### src/design/koe_pkg.sv
// Shared types and constants for the Euler-Cromer orbit unit.
`default_nettype none
package koe_pkg;
  localparam int FRAC_BITS = 16;
  localparam logic [3:0] IMPULSE_GAIN = 4'd10;
  localparam logic [38:0] QCAP = {39{1'b1}};

  localparam logic [2:0] REG_GM = 3'd0;
  localparam logic [2:0] REG_DT = 3'd1;
  localparam logic [2:0] REG_STEPS = 3'd2;
  localparam logic [2:0] REG_IMP = 3'd3;
  localparam logic [2:0] REG_PX = 3'd4;
  localparam logic [2:0] REG_PY = 3'd5;
  localparam logic [2:0] REG_VX = 3'd6;
  localparam logic [2:0] REG_VY = 3'd7;

  localparam logic [1:0] FAULT_OK = 2'd0;
  localparam logic [1:0] FAULT_SAT = 2'd1;
  localparam logic [1:0] FAULT_ZERO = 2'd2;

  typedef enum logic [3:0] {
    S_IDLE, S_CHECK, S_SQRT, S_G1, S_G2, S_G3, S_GX, S_GY, S_IMP,
    S_VX, S_PX, S_VY, S_PY, S_DONE
  } state_t;

  typedef struct packed {
    logic start_sqrt;
    logic start_div;
  } unit_ctl_t;

  typedef struct packed {
    logic busy;
    logic done;
  } unit_sts_t;

  // Saturate a signed 66-bit value to 32 bits.
  function automatic logic [32:0] sat32(input logic signed [65:0] v);
    logic [32:0] r;
    if (v > 66'sd2147483647) r = {1'b1, 32'h7fffffff};
    else if (v < -66'sd2147483648) r = {1'b1, 32'h80000000};
    else r = {1'b0, v[31:0]};
    return r;
  endfunction
endpackage
`default_nettype wire

### src/design/koe_div.sv
// Restoring divider, 56-bit dividend by 32-bit divisor, one quotient bit per cycle.
`default_nettype none
module koe_div import koe_pkg::*; (
  input  wire logic        clk,
  input  wire logic        rst,
  input  wire logic        start,
  input  wire logic [55:0] dividend,
  input  wire logic [31:0] divisor,
  output logic [55:0]      quot,
  output unit_sts_t        sts
);
  logic [55:0] q;
  logic [32:0] rem;
  logic [31:0] dvs;
  logic [5:0]  cnt;
  logic        busy;
  logic        done;
  logic [32:0] shifted;
  logic [32:0] diff;

  assign shifted = {rem[31:0], q[55]};
  assign diff    = shifted - {1'b0, dvs};

  always_ff @(posedge clk) begin
    if (rst) begin
      busy <= 1'b0;
      done <= 1'b0;
    end else begin
      done <= 1'b0;
      if (start) begin
        busy <= 1'b1;
        cnt  <= 6'd0;
        q    <= dividend;
        rem  <= '0;
        dvs  <= divisor;
      end else if (busy) begin
        if (!diff[32]) begin
          rem <= diff;
          q   <= {q[54:0], 1'b1};
        end else begin
          rem <= shifted;
          q   <= {q[54:0], 1'b0};
        end
        cnt <= cnt + 6'd1;
        if (cnt == 6'd55) begin
          busy <= 1'b0;
          done <= 1'b1;
        end
      end
    end
  end

  assign quot = q;
  assign sts.busy = busy;
  assign sts.done = done;
endmodule
`default_nettype wire

### config.mk
export PLATFORM = sky130hd
export DESIGN_NAME = koe_div
export DESIGN_NICKNAME = d
export VERILOG_FILES = /design/src/design/koe_pkg.sv /design/src/design/koe_div.sv
export SDC_FILE = /design/constraint.sdc
export NUM_CORES = 1
export LEC_CHECK = 0
export ABC_AREA = 1
export BUFFER_PORTS_ARGS = -buffer_cell sky130_fd_sc_hd__buf_2
export CAP_MARGIN = 5
export CORE_MARGIN = 5
export CORE_UTILIZATION = 55
export DETAILED_ROUTE_END_ITERATION = 7
export HOLD_SLACK_MARGIN = 0.15
export PLACE_DENSITY = 0.82
export SLEW_MARGIN = 15
export SYNTH_ARGS = -nofsm -noshare
export SYNTH_HDL_FRONTEND = slang
export SYNTH_SLANG_ARGS = --single-unit
export TNS_END_PERCENT = 50
### constraint.sdc
create_clock -name clk -period 6.6 [get_ports clk]
set_clock_uncertainty 0.1 [all_clocks]
set_input_delay 0.33 -clock clk [delete_from_list [all_inputs] [get_ports clk]]
set_output_delay 0.33 -clock clk [all_outputs]
set_load 0.03 [all_outputs]
After elaboration in Yosys (flattened, before gate mapping)
Index checks and enable logic that the tools add are counted.
Widths: inputs -> output; s select.
- add/subtract/negate cells: 2
- muxes and demuxes: 10
- bitwise operators: 2
- reductions and logical operators: 4
- eq/ne operators: 1
- operator list (operator ; number):
    $mux 56 ; 2
    $mux 32 ; 2
    $sub 33x32->33 ; 1
    $add 6x1->6 const B ; 1
    $eq 6x6->1 const B ; 1
    $mux 6 ; 1
    $mux 1 ; 5
    $reduce_and 2->1 ; 2
    $reduce_or 3->1 ; 1
    $not 1->1 ; 2
    $reduce_bool 2->1 ; 1
- input bits: 91
- output and inout port bits: 58
- bits in registers: 128

Longest topological paths before layout
- depth in word-level cells: 4
- depth in mapped cells: 18
- mapped depth without buffers: 17

Worst setup path before layout
OpenSTA, ideal clock, no wires.
- path type: input to register
- start point: in start
- end point: reg cnt[0], enable pin
- stages: 4
- data required time: 5.920 ns
- buffers on the path: 2
- data arrival time: 5.325 ns
- slack: 0.595 ns
- cell sequence: clkbuf_1 inv_1 clkbuf_1 a21oi_1
- longest elaborated chain between the ends: 2
- ends and longest elaborated chain (item ; RTL line ; RTL):
    start, declared ; koe_div.sv:6 ; input wire logic start,
    $reduce_bool 2->1 (no line) ; n/a ;
    $reduce_and 2->1 (no line) ; n/a ;
    end signal, assigned ; koe_div.sv:44 ; cnt <= cnt + 6'd1;
    end, declared ; koe_div.sv:15 ; logic [5:0] cnt;
Every way passes these cells.
A chain may end at the register's enable or synchronous reset.

Final worst setup path
- start point: reg q[55] (netlist: quot[55])
- end point: reg rem[26] (data pin)
- longest elaborated chain between the ends: 3
- ends and longest elaborated chain (item ; RTL line ; RTL):
    start, declared ; koe_div.sv:12 ; logic [55:0] q;
    start signal, assigned ; koe_div.sv:33 ; q <= dividend;
    start signal, assigned ; koe_div.sv:39 ; q <= {q[54:0], 1'b1};
    start signal, assigned ; koe_div.sv:42 ; q <= {q[54:0], 1'b0};
    $sub 33x32->33 ; koe_div.sv:22 ; assign diff = shifted - {1'b0, dvs};
    $mux 32 ; koe_div.sv:37 ; if (!diff[32]) begin
    $mux 32 ; koe_div.sv:36 ; end else if (busy) begin
    end signal, assigned ; koe_div.sv:38 ; rem <= diff;
    end signal, assigned ; koe_div.sv:41 ; rem <= shifted;
    end, declared ; koe_div.sv:13 ; logic [32:0] rem;
Every way passes these cells. The select of a mux whose other input is x is not followed.

==> out/qor.csv <==
stage,metric,value,unit
critical_path,cp.depth,17,
sta,hold_viol,0,
logic_synthesis,synthArstFlopShare,0,%
pwr,totalPowerFinal,2.68,mW
drt,wirelength,24500,µm
clock_network,clock_path_buffers,2,
clock_network,cts_tree,built,
drt,postRouteAntennaNets,0,
place,place_congestion,0.949,
drt,first_pass_iters,6,
sta,fmax,345,MHz
critical_path,endpoint,rem[26],
critical_path,crit_family,simple AND/OR/NAND/NOR gates,
logic_synthesis,synth_edf_count,126,
critical_path,crit_type,flop to flop,
pwr,power.density,260,mW/mm²
logic_synthesis,yosysTopAreaCellShare,47.4,%
drt,drt_iter0_markers,690,
logic_synthesis,avgSynthCellArea,7.55,µm²
critical_path,path_max_fanout,33,
drt,routed_via_density,5.21,
critical_path,path_cells,"inv_1, ha_1, fa_1, inv_1, nand2_1, nand2_1, nand3_2, nand2_2, nand2_2, nand2_2, nand2_2, nand2_2, nand2_2, nand2_4, nand2_1, nand2_1, nor2_1",
clock_network,cts_setup_buffers,0,
sta,rsz0062_at_grt,no,
logic_synthesis,yosysWarningCount,0,
pwr,vdd_drop_max,0.000186,V
finish,drive_gt1_share,15.6,%
critical_path,worstPathArrival,2.98,ns
floorplanning,core,0.0144,mm²
critical_path,crit_top_cell,nand2_2,
floorplanning,start_util,55.5,%
logic_synthesis,synth_area,0.00798,mm²
floorplanning,rows,44,
grt,antenna_found_initial,0,
critical_path,r2r_start,quot[55],
grt,grt_pass1_wl,38700,µm
clock_network,cts_made_buffers,17,
finish,n_fill_cell,1013,
grt,grt.overflow.total,0,
logic_synthesis,ys_seq_area_share,47.9,%
floorplanning,dieArea,0.0170,mm²
critical_path,max_stage_delay,0.42,ns
grt,grt_pass1_vias,7766,
grt,grt.total_usage,29.8,%
critical_path,path_buf_inv,2,
floorplanning,die_h,130,µm
clock_network,clk_latency,0.43,ns
critical_path,required,6.68,ns
sta,slew_viol_final,0,
clock_network,cts-root-buf,clkbuf_16,
grt,grt_max_degree,92,
critical_path,crit_path_start_kind,flop,
drt,vias,7746,
sta,relSlewSlack,28.9,%
critical_path,crit_slowest_cell,fa_1,
sta,finalSetupTns,0,ns
floorplanning,boundaryPins,149,
place,hpwl,14400,µm
critical_path,reg2reg_depth,17,
sta,setup-violations-final,0,
sta,fin_crit,2.90,ns
drt,drc,0,
logic_synthesis,ys_seq_elements,128,
clock_network,htree_levels,4,
drt,routedWlPerCell,16.4,µm
outcome,status,"complete, no violations",
flow_run,max_cap_violations,0,
critical_path,critPathCaptureType,flop,
pwr,p_leak,5.38,nW
logic_synthesis,netlist_instances,1057,
finish,layout.nets,1417,
critical_path,startpoint,quot[55],
critical_path,rrSetupSlack,3.70,ns
critical_path,worstReg2RegEnd,rem[26],
finish,ff_latch_area,0.00382,mm²
finish,diodes,0,
logic_synthesis,yosysTopAreaCell,edfxtp_1,
place,io_buffers,148,
logic_synthesis,syn_nets,1182,
logic_synthesis,ys_types,33,
sta,final.period_utilization,44.0,%
finish,multi_input_area,0.00340,mm²
logic_synthesis,synth_area_leaders,"edfxtp_1, nand2_1, inv_1, ha_1, nor2_1",
floorplanning,die_w,130,µm
clock_network,cts.sinks,128,
logic_synthesis,ys.flop_type,edfxtp_1,
sta,tightest_slew,1.06,ns
clock_network,path_clk_slew,0.06,ns
finish,syn_to_final_growth,29.3,%
worst_hold_path,hp-class,flop to flop,
## tightest hold or removal path, stage by stage, from the launching register on
cell,delay [ns]
edfxtp_1,0.35
nand2_1,0.06
nand2_1,0.05
## synth_stat cells, drive strengths merged (3+ instances only)
| library cell | number |
|---|---|
| nand2 | 486 |
| a21oi | 25 |
| nor3 | 5 |
| nand3b | 9 |
| edfxtp | 126 |
| nor4 | 3 |
| nand3 | 28 |
| o21ai | 4 |
| inv | 169 |
| clkbuf | 15 |
| buf | 9 |
| nand4 | 6 |
| xor2 | 14 |
| nor2 | 112 |
| ha | 33 |
## logic make-up (layout without fill, tap and decap cells)
family | Yosys count | after routing | synth area share [%]
buf+inv | 193 | 440 | 9.68
compound gates | 34 | 34 | 2.34
flops | 128 | 128 | 47.9
xor+xnor | 15 | 15 | 1.65
simple gates | 653 | 653 | 33.0
fa+ha+maj | 34 | 34 | 5.43
## flip-flops by register name, summed over array words and instances (netlist names)
signal  count
busy        1
cnt         6
done        1
dvs        32
quot       56
rem        32
## report_power, final
group / leakage (nW) / internal, mW / switching, mW
clock network: 0.275 / 0.555 / 0.381
logic: 3.88 / 0.250 / 0.473
registers: 1.23 / 0.981 / 0.0373
## worst min path at each step
stage	end	slack (ns)	startpoint	depth (start not counted)
6_report	quot[43]	0.47	quot[42]	2
5_1_grt	quot[41]	0.48	quot[40]	2
4_1_cts	quot[44]	0.44	quot[43]	2
3_5_place_dp	dvs[11]	0.41	divisor[11]	1
3_3_place_gp	dvs[6]	0.41	divisor[6]	1
2_1_floorplan	done	0.31	rst	1
## per-stage QoR
step / std cells / setup WS (ns) / hold slack, ns / cell area, µm² / utilization, %
2_1_floorplan: 1057 / 0.595 / 0.307 / 7980 / -
3_3_place_gp: 1368 / 3.44 / 0.407 / 8850 / 61.6
3_5_place_dp: 1368 / 3.39 / 0.408 / 8850 / 61.6
4_1_cts: 1488 / 3.75 / 0.439 / 10300 / 71.8
5_1_grt: 1488 / 3.48 / 0.483 / 10300 / 71.8
6_report: 1488 / 3.70 / 0.470 / 10300 / 71.8
## area by class of cell
class / instances / share of cell area (%)
Inverter: 169 / 6.15
Sequential cell: 128 / 37.1
Tap cell: 184 / 2.23
Clock inverter: 13 / 1.36
Clock buffer: 18 / 4.16
Timing Repair Buffer: 240 / 16.0
Multi-Input combinational cell: 736 / 33.0
## metal layers
| layer | GRT usage, % | part of all wire, % |
|---|---|---|
| met3 | 8.86 | 9.9 |
| met5 | 0 | 0 |
| met4 | 14.4 | 4.4 |
| met2 | 49.9 | 48 |
| met1 | 35.3 | 38 |
## what timing repair did
action	4_1_cts	5_1_grt
endpoints found under the setup margin	0	0
hold buffers	89	0
resized for setup	0	0
endpoints found under the hold margin	89	0
## cell usage in the layout, fill, tap and decap left out, types with 2 or more instances in the layout
cell / instances
nand2_1: 474
inv_1: 167
buf_2: 148
edfxtp_1: 126
nor2_1: 108
dlygate4sd3_1: 89
ha_1: 33
nand3_1: 26
a21oi_1: 23
clkbuf_16: 17
xor2_1: 14
nand2_2: 9
nand3b_1: 9
nand4_1: 6
nor3_1: 5
o21ai_0: 4
nor2_2: 3
nor4_1: 3
clkinv_2: 3
clkinv_4: 3
buf_4: 3
inv_2: 2
nand3_2: 2
a21o_1: 2
nand2_4: 2
and2_1: 2
o21bai_1: 2
dfxtp_1: 2
clkinvlp_4: 2
bufinv_16: 2
Power figures use the tool's default switching activity.
