`src/design/koe_pkg.sv`:
```
// Shared types and constants for the Euler-Cromer orbit unit.
`default_nettype none
package koe_pkg;
  localparam int FRAC_BITS = 16;
  localparam logic [3:0] IMPULSE_GAIN = 4'd10;
  localparam logic [38:0] QCAP = {39{1'b1}};

  localparam logic [2:0] REG_GM = 3'd0;
  localparam logic [2:0] REG_DT = 3'd1;
  localparam logic [2:0] REG_STEPS = 3'd2;
  localparam logic [2:0] REG_IMP = 3'd3;
  localparam logic [2:0] REG_PX = 3'd4;
  localparam logic [2:0] REG_PY = 3'd5;
  localparam logic [2:0] REG_VX = 3'd6;
  localparam logic [2:0] REG_VY = 3'd7;

  localparam logic [1:0] FAULT_OK = 2'd0;
  localparam logic [1:0] FAULT_SAT = 2'd1;
  localparam logic [1:0] FAULT_ZERO = 2'd2;

  typedef enum logic [3:0] {
    S_IDLE, S_CHECK, S_SQRT, S_G1, S_G2, S_G3, S_GX, S_GY, S_IMP,
    S_VX, S_PX, S_VY, S_PY, S_DONE
  } state_t;

  typedef struct packed {
    logic start_sqrt;
    logic start_div;
  } unit_ctl_t;

  typedef struct packed {
    logic busy;
    logic done;
  } unit_sts_t;

  // Saturate a signed 66-bit value to 32 bits.
  function automatic logic [32:0] sat32(input logic signed [65:0] v);
    logic [32:0] r;
    if (v > 66'sd2147483647) r = {1'b1, 32'h7fffffff};
    else if (v < -66'sd2147483648) r = {1'b1, 32'h80000000};
    else r = {1'b0, v[31:0]};
    return r;
  endfunction
endpackage
`default_nettype wire

```
`src/design/koe_sqrt.sv`:
```
// Bit-serial integer square root, one result bit per cycle.
`default_nettype none
module koe_sqrt import koe_pkg::*; (
  input  wire logic        clk,
  input  wire logic        rst,
  input  wire logic        start,
  input  wire logic [63:0] radicand,
  output logic [31:0]      root,
  output unit_sts_t        sts
);
  logic [63:0] rem;
  logic [31:0] q;
  logic [5:0]  cnt;
  logic        busy;
  logic        done;
  logic [65:0] trial;
  logic [63:0] src;

  assign trial = {rem, src[63:62]} - {32'd0, q, 2'b01};

  always_ff @(posedge clk) begin
    if (rst) begin
      busy <= 1'b0;
      done <= 1'b0;
    end else begin
      done <= 1'b0;
      if (start) begin
        busy <= 1'b1;
        cnt  <= 6'd0;
        rem  <= '0;
        q    <= '0;
        src  <= radicand;
      end else if (busy) begin
        src <= {src[61:0], 2'b00};
        if (!trial[65]) begin
          rem <= trial[63:0];
          q   <= {q[30:0], 1'b1};
        end else begin
          rem <= {rem[61:0], src[63:62]};
          q   <= {q[30:0], 1'b0};
        end
        cnt <= cnt + 6'd1;
        if (cnt == 6'd31) begin
          busy <= 1'b0;
          done <= 1'b1;
        end
      end
    end
  end

  assign root = q;
  assign sts.busy = busy;
  assign sts.done = done;
endmodule
`default_nettype wire

```
`config.mk`:
```
export PLATFORM = sky130hd
export DESIGN_NAME = koe_sqrt
export DESIGN_NICKNAME = d
export VERILOG_FILES = /design/src/design/koe_pkg.sv /design/src/design/koe_sqrt.sv
export SDC_FILE = /design/constraint.sdc
export NUM_CORES = 1
export LEC_CHECK = 0
export BUFFER_PORTS_ARGS = -buffer_cell sky130_fd_sc_hd__buf_2
export CORE_ASPECT_RATIO = 1.4
export CORE_MARGIN = 4
export CORE_UTILIZATION = 30
export DETAILED_ROUTE_END_ITERATION = 12
export GPL_ROUTABILITY_DRIVEN = 1
export PLACE_DENSITY = 0.52
export SLEW_MARGIN = 0
export SYNTH_ARGS = -nofsm -noshare
export SYNTH_HDL_FRONTEND = slang
export SYNTH_SLANG_ARGS = --single-unit
export TNS_END_PERCENT = 30
```
`constraint.sdc`:
```
create_clock -name clk -period 8.3 [get_ports clk]
set_input_delay 0.415 -clock clk [delete_from_list [all_inputs] [get_ports clk]]
set_output_delay 0.415 -clock clk [all_outputs]
set_load 0.03 [all_outputs]
```
**After elaboration in Yosys (flattened, before gate mapping)**

Cells that the tools add are included.

- Flip-flop bits (word level): 168
- Output and inout port bits: 34
- Logic and storage cells: 25

- Add/sub/neg operators: 2
- Equality and inequality tests: 1
- Multiplexer cells: 11
- Bitwise operators: 2
- Reduce and logical (&&, ||, !) cells: 3

Operators with widths:

| cell | number |
|---|---|
| $mux W64 | 4 |
| $sub A66 B34 Y66 | 1 |
| $mux W32 | 1 |
| $add A6 B1 Y6 const B | 1 |
| $eq A6 B5 Y1 const B | 1 |
| $mux W6 | 1 |
| $mux W1 | 5 |
| $reduce_or A3 Y1 | 1 |
| $not A1 Y1 | 2 |
| $reduce_and A2 Y1 | 1 |
| $reduce_bool A2 Y1 | 1 |

**Depth between registers and ports, before layout**

Gate-level depths: netlist of the first run.

- Word-level depth: 4
- Depth in mapped cells: 13

**Least setup slack after synthesis of the first run**

No wires, ideal clock.

- Kind: input to register
- Start: input port start
- End: register cnt[0], enable pin
- Arrival time: 8207 ps
- Required time: 7606 ps
- Path slack: -601 ps
- Cell stages on the path: 5
- Buffers on the path: 3
- Path through: clkbuf_1 > clkbuf_1 > clkbuf_1 > nor2_1 > nor2_1

- Longest elaborated chain between the ends: 2

Ends and longest elaborated chain:

| what | line | RTL |
|---|---|---|
| start, declared | koe_sqrt.sv:6 | `input wire logic start,` |
| $reduce_bool A2 Y1 (no source line) | -- |  |
| $reduce_and A2 Y1 (no source line) | -- |  |
| end signal, assigned | koe_sqrt.sv:42 | `cnt <= cnt + 6'd1;` |
| end, declared | koe_sqrt.sv:13 | `logic [5:0] cnt;` |

No other way between the ends.
A chain may end at the register's enable or synchronous reset.

**Worst setup path after layout of the first run**

- Start: register q[13] (netlist: root[13])
- End: register rem[41], data pin

- Longest elaborated chain between the ends: 3

Ends and longest elaborated chain:

| what | line | RTL |
|---|---|---|
| start, declared | koe_sqrt.sv:12 | `logic [31:0] q;` |
| start signal, assigned | koe_sqrt.sv:37 | `q <= {q[30:0], 1'b1};` |
| start signal, assigned | koe_sqrt.sv:40 | `q <= {q[30:0], 1'b0};` |
| $sub A66 B34 Y66 | koe_sqrt.sv:19 | `assign trial = {rem, src[63:62]} - {32'd0, q, 2'b01};` |
| $mux W64 | koe_sqrt.sv:35 | `if (!trial[65]) begin` |
| $mux W64 | koe_sqrt.sv:33 | `end else if (busy) begin` |
| end signal, assigned | koe_sqrt.sv:36 | `rem <= trial[63:0];` |
| end signal, assigned | koe_sqrt.sv:39 | `rem <= {rem[61:0], src[63:62]};` |
| end, declared | koe_sqrt.sv:11 | `logic [63:0] rem;` |

No other way between the ends. The select of a mux whose other input is x is not followed.

==> results of run 1 <==
-- flip-flops by register name, summed over array words and instances (netlist names) --
register	flops
root	32
busy	1
rem	64
cnt	6
done	1
src	64
-- metal layers --
metal	part of all wire, %	vias up	global-route usage, %
met5	0	-	0
met4	2.0	0	4.89
met3	4.7	28	3.31
met2	50	136	22.5
met1	43	3415	15.9
li1	-	3528	-
-- stage by stage --
| stage | hold slack (ns) | utilization [%] | setup slack [ns] |
|---|---|---|---|
| 6_report | 0.186 | 35.3 | 4.28 |
| 5_1_grt | 0.164 | 35.3 | 3.96 |
| 4_1_cts | 0.159 | 35.3 | 4.23 |
| 3_5_place_dp | 0.503 | 33.5 | 4.23 |
| 3_3_place_gp | 0.500 | 33.5 | 4.29 |
| 2_1_floorplan | 0.493 | - | 2.20 |
-- power groups by stage --
| stage | clock network [mW] | registers [mW] | logic, mW |
|---|---|---|---|
| 6_report | 0.805 | 1.04 | 0.415 |
| 5_1_grt | 0.862 | 1.05 | 0.465 |
| 4_1_cts | 0.832 | 1.04 | 0.420 |
| 3_5_place_dp | 0 | 1.06 | 0.417 |
| 3_3_place_gp | 0 | 1.06 | 0.415 |
| 2_1_floorplan | 0 | 1.07 | 0.297 |
-- kinds of logic after synthesis --
kind of cell | Yosys count | synth area share [%]
xor gates and xnor gates | 36 | 3.23
AOI/OAI and AO/OA | 194 | 12.9
muxes | 73 | 8.47
and+or+nand+nor | 312 | 15.9
buffers and inverters | 92 | 3.75
DFF | 168 | 51.4
adders and majority gates | 34 | 4.36
-- worst max-delay path, delay by kind of cell, from the launching register on --
family / cells / cell delay (ns)
flip-flops: 1 / 0.34
AND/OR/NAND/NOR: 2 / 1.20
adder cells (fa/ha/maj): 1 / 0.37
buffers and inverters: 1 / 0.06
multiplexers: 1 / 0.37
AO/OA/AOI/OAI: 5 / 1.44
-- worst paths after layout --
kind                                              end  depth (start not counted)
worst max-delay path            rem[41]$_SDFFCE_PP0P_                         10
worst min-delay path                  busy$_SDFF_PP0_                          2
worst max register to register  rem[41]$_SDFFCE_PP0P_                         10
worst min register to register        done$_SDFF_PP0_                          1
-- layout make-up --
| cell class | instances | share of cell area, % |
|---|---|---|
| Sequential cell | 168 | 44.6 |
| Tap cell | 434 | 4.82 |
| Clock buffer | 19 | 4.02 |
| Clock inverter | 13 | 1.18 |
| Timing Repair Buffer | 105 | 4.94 |
| Multi-Input combinational cell | 649 | 38.9 |
| Antenna cell | 1 | 0.0222 |
| Inverter | 44 | 1.47 |
-- synth_stat cells (all sizes together) (5+ instances only) --
cell / n / area share [%]
a21o: 12 / 0.92
a21oi: 81 / 4.2
a31o: 5 / 0.45
a31oi: 5 / 0.32
buf: 9 / 0.56
clkbuf: 39 / 1.5
edfxtp: 166 / 51
ha: 34 / 4.4
inv: 44 / 1.7
mux2: 71 / 8.2
nand2: 93 / 3.6
nand2b: 5 / 0.32
nand3: 17 / 1.0
nand4: 12 / 0.83
nor2: 89 / 3.4
nor2b: 14 / 0.90
nor3: 17 / 0.87
nor3b: 6 / 0.46
nor4: 10 / 0.86
o211ai: 5 / 0.38
o21a: 10 / 0.78
o21ai: 22 / 1.2
o21bai: 6 / 0.46
o31ai: 13 / 1.0
or3: 17 / 1.1
or4: 18 / 1.5
xnor2: 20 / 1.8
xor2: 16 / 1.4
==> impl_summary.txt, run 1 <==
----------------------------------------------------
[Outcome]
  Status ... finished clean

[Final layout]
  Commonest non-fill, non-tap cells in the layout ... sky130_fd_sc_hd__edfxtp_1, sky130_fd_sc_hd__buf_2, sky130_fd_sc_hd__nand2_1
  Area growth from synthesis to layout ... 15.3%
  Filler Cell Count ... 3262
  Final instance count without filler cells ... 1433
  Area of all placed cells without fillers ... 11300 um^2
  Layout net count ... 1086
  Total area of sequential cells ... 5020 um^2
  Leading cell type in the layout, fill and taps excluded ... sky130_fd_sc_hd__edfxtp_1
  Fraction of final layout cells sized beyond drive strength 1 ... 23.2%
  Footprint of the multi-input gates ... 4390 um^2

[Synthesis]
  EDFF count, synth ... 166
  Number of synthesized register bits ... 168
  Instance count of the mapped netlist ... 909
  Syn. warnings ... 0
  Number of nets in the synthesized netlist ... 1010
  Netlist cell types ... 74
  Mean cell area of the mapped netlist ... 10.7 um^2
  Main synth FF type ... sky130_fd_sc_hd__edfxtp_1
  Post-synth ARST share ... 0%
  Netlist area before placement ... 9770 um^2
  Share of synthesized area occupied by flip-flops and latches ... 51.4%

[Worst setup path]
  Kind of start point of the critical path ... flip-flop
  Maximum net fanout on the critical path ... 51
  Cell type of the slowest stage on the worst timing path ... sky130_fd_sc_hd__nand2_2
  Required time of the critical path ... 8.51 ns
  Minimum setup slack among reg-to-reg paths ... 4.28 ns
  Kind of critical path ... flip-flop to flip-flop
  CP Launch Point ... root[13]$_SDFFCE_PP0P_
  Worst stage delay on the critical path ... 0.69 ns
  Series of cell instances along the critical path ... inv_1 > ha_1 > a21o_1 > a31o_2 > a221oi_2 > o22ai_2 > o211ai_1 > nand2_2 > nor4_1 > mux2_2
  Arr. time, crit path ... 4.22 ns
  Type of element capturing the critical path ... flip-flop
  Worst reg2reg path startpoint ... root[13]$_SDFFCE_PP0P_

[STA]
  Final setup TNS ... 0 ns
  Worst-case clock skew ... 0.00983 ns
  Max Slew Vio Count ... 0
  Actual transition at the worst max-transition pin ... 1.23 ns
  Unrepaired setup endpoints after global routing ... no
  Highest achievable clock rate ... 0.249 GHz
  Setup violations, final ... 0
  Relative max-transition margin ... 18.2%
  Number of endpoints with negative hold slack in the final report ... 0
  Share of the cycle needed by the critical path after routing ... 48.4%
  Final min period ... 4.02 ns

[Clock tree]
  Number of CTS-inserted buffers ... 17
  Clock tree sinks ... 168
  Cell chosen for the clock root ... sky130_fd_sc_hd__clkbuf_16
  Hold buffer count at CTS ... 0
  Post-CTS setup repair buffer count ... 0
  Worst skew pair latency ... 0.45 ns
  H-tree levels ... 4
  Clock transition at path regs ... 0.07 ns
  Clock buffer depth ... 2
  Clock tree from TritonCTS ... built
  Cells resized by post-CTS repair ... 0

[Global route]
  Global-route wire length before repair ... 38.1 mm
  Initial antenna violation count ... 1
  Total overflow reported by the global router ... 0
  Overall track demand over capacity in global routing ... 13.1%
  Pin count of the biggest net entering global routing ... 167
  Via count of the first global-routing pass ... 7231

[Die]
  Starting density of the core ... 30.6%
  IO Count ... 101
  Die ar. ... 35600 um^2
  Horizontal die dimension ... 161 um
  Core region area ... 31900 um^2
  Die Span Y ... 222 um
  Row count ... 77

[Drt]
  Remaining number of nets flagged by the antenna check after routing ... 0
  Wirelength, routed ... 23.2 mm
  WL/cell ... 16.2 um
  DR pass1 iterations ... 5
  Vias ... 7107
  Starting DRT DRC Count ... 455
  DRC ... 0
  Via-per-instance ratio ... 4.96

[Power and ir drop]
  Post-route total power ... 2.26 mW
  Largest vdd supply drop ... 156 uV
  Leak pwr ... 4.18 nW
  Clock network fraction of total power ... 35.6%
  Sw Pwr ... 0.653 mW
  Proportion of total power due to net switching ... 28.9%
  Proportion of power drawn by flip-flops and latches ... 46.0%
  Ratio of total power to cell area ... 201 nW/um^2
  Internal power summed over all cells ... 1.61 mW
  Fraction of power consumed by combinational cells ... 18.4%

[Placed design]
  DP Area ... 10700 um^2
  Final weighted congestion in routability-driven placement ... 0.858
  Number of I/O port buffers ... 100
  Inst Count DP ... 1400
  HPWL Detailed ... 16.1 mm

[Worst hold path]
  Startpoint of the most critical hold path ... rst
  Hold Crit Class ... primary input to flip-flop

[Run]
  Count of maximum capacitance violations ... 0

----------------------------------------------------
Power figures use the tool's default switching activity.
==> inputs of run 2 (changes only) <==
- PLACE_DENSITY: 0.52 -> 0.5
- clock period: 8.3 -> 3.9 ns (I/O delays scaled with it)
==> run 2 against run 1 <==
Global-route usage up 0.34 points. Maximum frequency increased by 9.7%. Final area rose by 1.4%.
==> impl_summary.txt, run 2 (synthesis results as in run 1) <==
----------------------------------------------------
[Outcome]
  Status ... finished clean

[Clock tree]
  Post-CTS setup repair buffer count ... 0 (unchanged)
  Clock tree sinks ... 168 (unchanged)
  Hold buffer count at CTS ... 2 (+2)
  Number of CTS-inserted buffers ... 17 (unchanged)
  Worst skew pair latency ... 0.46 ns (about the same)
  Clock tree from TritonCTS ... built
  Cell chosen for the clock root ... sky130_fd_sc_hd__clkbuf_16
  Clock buffer depth ... 2 (unchanged)
  H-tree levels ... 4 (unchanged)
  Cells resized by post-CTS repair ... 0 (unchanged)
  Clock transition at path regs ... 0.07 ns (about the same)

[STA]
  Actual transition at the worst max-transition pin ... 0.833 ns (-0.394 ns)
  Relative max-transition margin ... 43.8% (+26 points)
  Unrepaired setup endpoints after global routing ... no
  Max Slew Vio Count ... 0 (unchanged)
  Number of endpoints with negative hold slack in the final report ... 0 (unchanged)
  Final min period ... 3.66 ns (-0.354 ns)
  Final setup TNS ... 0 ns (unchanged)
  Worst-case clock skew ... 0.00990 ns (+0.0000714 ns)
  Highest achievable clock rate ... 0.273 GHz (+9.7%)
  Share of the cycle needed by the critical path after routing ... 93.9% (+46 points)
  Setup violations, final ... 0 (unchanged)

[Worst setup path]
  Kind of critical path ... flip-flop to flip-flop
  Worst stage delay on the critical path ... 0.43 ns (-0.26 ns)
  Maximum net fanout on the critical path ... 25 (-51%)
  Endpoint of the worst-slack reg-to-reg timing path ... rem[37]$_SDFFCE_PP0P_
  Series of cell instances along the critical path ... inv_1 > ha_1 > or3_1 > o22ai_1 > a311o_2 > o22ai_2 > o211ai_1 > nand2_2 > buf_4 > or3_1 > a21oi_1
  Type of element capturing the critical path ... flip-flop
  Required time of the critical path ... 4.20 ns (-4.31 ns)
  Arr. time, crit path ... 3.96 ns (-0.26 ns)
  R2R depth ... 11 (+1)
  CP top delay family ... compound AO/OA/AOI/OAI gates
  Minimum setup slack among reg-to-reg paths ... 0.24 ns (-4.05 ns)
  Count of buffer and inverter cells on the critical path ... 2 (+1)
  Most frequent cell on the critical path ... sky130_fd_sc_hd__or3_1
  Worst reg2reg path startpoint ... root[0]$_SDFFCE_PP0P_
  Kind of start point of the critical path ... flip-flop
  Cell type of the slowest stage on the worst timing path ... sky130_fd_sc_hd__edfxtp_1

[Worst hold path]
  Startpoint of the most critical hold path ... radicand[1]
  Cells on Worst Hold Path ... 2 (unchanged)
  Hold Crit Class ... primary input to flip-flop
  WHS Endpoint ... src[1]$_SDFFCE_PN0P_

[Die]
  Die Span Y ... 222 um (unchanged)
  Core region area ... 31900 um^2 (unchanged)
  Horizontal die dimension ... 161 um (unchanged)
  Row count ... 77 (unchanged)
  IO Count ... 101 (unchanged)
  Starting density of the core ... 30.6% (unchanged)
  Die ar. ... 35600 um^2 (unchanged)

[Global route]
  Pin count of the biggest net entering global routing ... 96 (-43%)
  Overall track demand over capacity in global routing ... 13.5% (+0.34 points)
  Via count of the first global-routing pass ... 7360 (+1.8%)
  Total overflow reported by the global router ... 0 (unchanged)
  Global-route wire length before repair ... 38.7 mm (+1.7%)
  Initial antenna violation count ... 1 (unchanged)

[Placed design]
  Final weighted congestion in routability-driven placement ... 0.832 (-3.1%)
  Number of I/O port buffers ... 100 (unchanged)
  HPWL Detailed ... 16.9 mm (+4.9%)

[Drt]
  Amount of wire on met3 after detailed routing ... 1.15 mm (+5.9%)
  Starting DRT DRC Count ... 405 (-11%)
  Remaining number of nets flagged by the antenna check after routing ... 0 (unchanged)
  DRC ... 0 (unchanged)
  WL/cell ... 16.4 um (+1.3%)
  Wire length on met1 ... 10.2 mm (+1.6%)
  Vias ... 7214 (+1.5%)
  Met2 wirelength from detailed routing ... 11.9 mm (+2.5%)
  Top layer in use ... met5
  Via-per-instance ratio ... 4.99 (+0.52%)
  Wirelength, routed ... 23.8 mm (+2.3%)
  DR pass1 iterations ... 5 (unchanged)

[Run]
  Count of maximum capacitance violations ... 0 (unchanged)

[Final layout]
  Commonest non-fill, non-tap cells in the layout ... sky130_fd_sc_hd__edfxtp_1, sky130_fd_sc_hd__buf_2, sky130_fd_sc_hd__nand2_1
  Leading cell type in the layout, fill and taps excluded ... sky130_fd_sc_hd__edfxtp_1
  Ant diodes ... 0 (-1)
  Area growth from synthesis to layout ... 16.9%
  Layout net count ... 1101 (+1.4%)
  Fraction of final layout cells sized beyond drive strength 1 ... 23.8% (+0.54 points)

[Power and ir drop]
  Leak pwr ... 4.27 nW (+2.1%)
  Post-route total power ... 4.90 mW (+120%)
  Largest vdd supply drop ... 346 uV (+120%)
  Ratio of total power to cell area ... 429 nW/um^2 (+110%)

----------------------------------------------------
## run 2: per-stage QoR
step	cell area (um^2)	setup slack [ns]	utilization (%)	hold WS (ns)	std cells
after floorplan	9780	0.0881	-	0.274	909
after global placement	10800	0.353	33.9	0.427	1413
after detailed placement	10800	0.305	33.9	0.434	1413
after CTS	11400	0.266	35.8	0.00247	1447
after global routing	11400	0.0178	35.8	0.0190	1447
final	11400	0.237	35.8	0.0237	1447
## run 2: layer usage
metal  global-route usage, %  vias to the layer above
met5                       0                        -
met1                    16.3                     3481
met4                    4.78                        2
met3                    3.61                       30
li1                        -                     3559
met2                    23.1                      142
## run 2: layout make-up
type	count	area, um^2
sequential	168	5020
clock inverter	12	164
tap	434	543
fill	3223	20500
inverter	44	165
clock buffer	20	437
multi-input combinational	649	4390
timing repair buffer	120	699
## run 2: worst max-delay path by stage
stage | from | end | slack (ns) | depth (start not counted)
after floorplan | start | cnt[0]$_SDFFCE_PP0P_ | 0.09 | 5
after global placement | root[13]$_SDFFCE_PP0P_ | rem[39]$_SDFFCE_PP0P_ | 0.35 | 10
after detailed placement | rem[13]$_SDFFCE_PP0P_ | rem[37]$_SDFFCE_PP0P_ | 0.30 | 10
after CTS | root[0]$_SDFFCE_PP0P_ | rem[37]$_SDFFCE_PP0P_ | 0.27 | 11
after global routing | root[8]$_SDFFCE_PP0P_ | rem[37]$_SDFFCE_PP0P_ | 0.02 | 11
final | root[0]$_SDFFCE_PP0P_ | rem[37]$_SDFFCE_PP0P_ | 0.24 | 11
## run 2: report_power, final
part	switching, mW	internal [mW]
Sequential	0.0630	2.14
Combinational	0.553	0.362
Clock	0.762	1.02
Total	1.38	3.52
## run 2: worst register-to-register path: stages, from the launching register on
cell and delay, ns:
sky130_fd_sc_hd__edfxtp_1 0.43, sky130_fd_sc_hd__inv_1 0.09, sky130_fd_sc_hd__ha_1 0.25, sky130_fd_sc_hd__or3_1 0.35, sky130_fd_sc_hd__o22ai_1 0.30, sky130_fd_sc_hd__a311o_2 0.33, sky130_fd_sc_hd__o22ai_2 0.13, sky130_fd_sc_hd__o211ai_1 0.41
sky130_fd_sc_hd__nand2_2 0.38, sky130_fd_sc_hd__buf_4 0.33, sky130_fd_sc_hd__or3_1 0.36, sky130_fd_sc_hd__a21oi_1 0.14
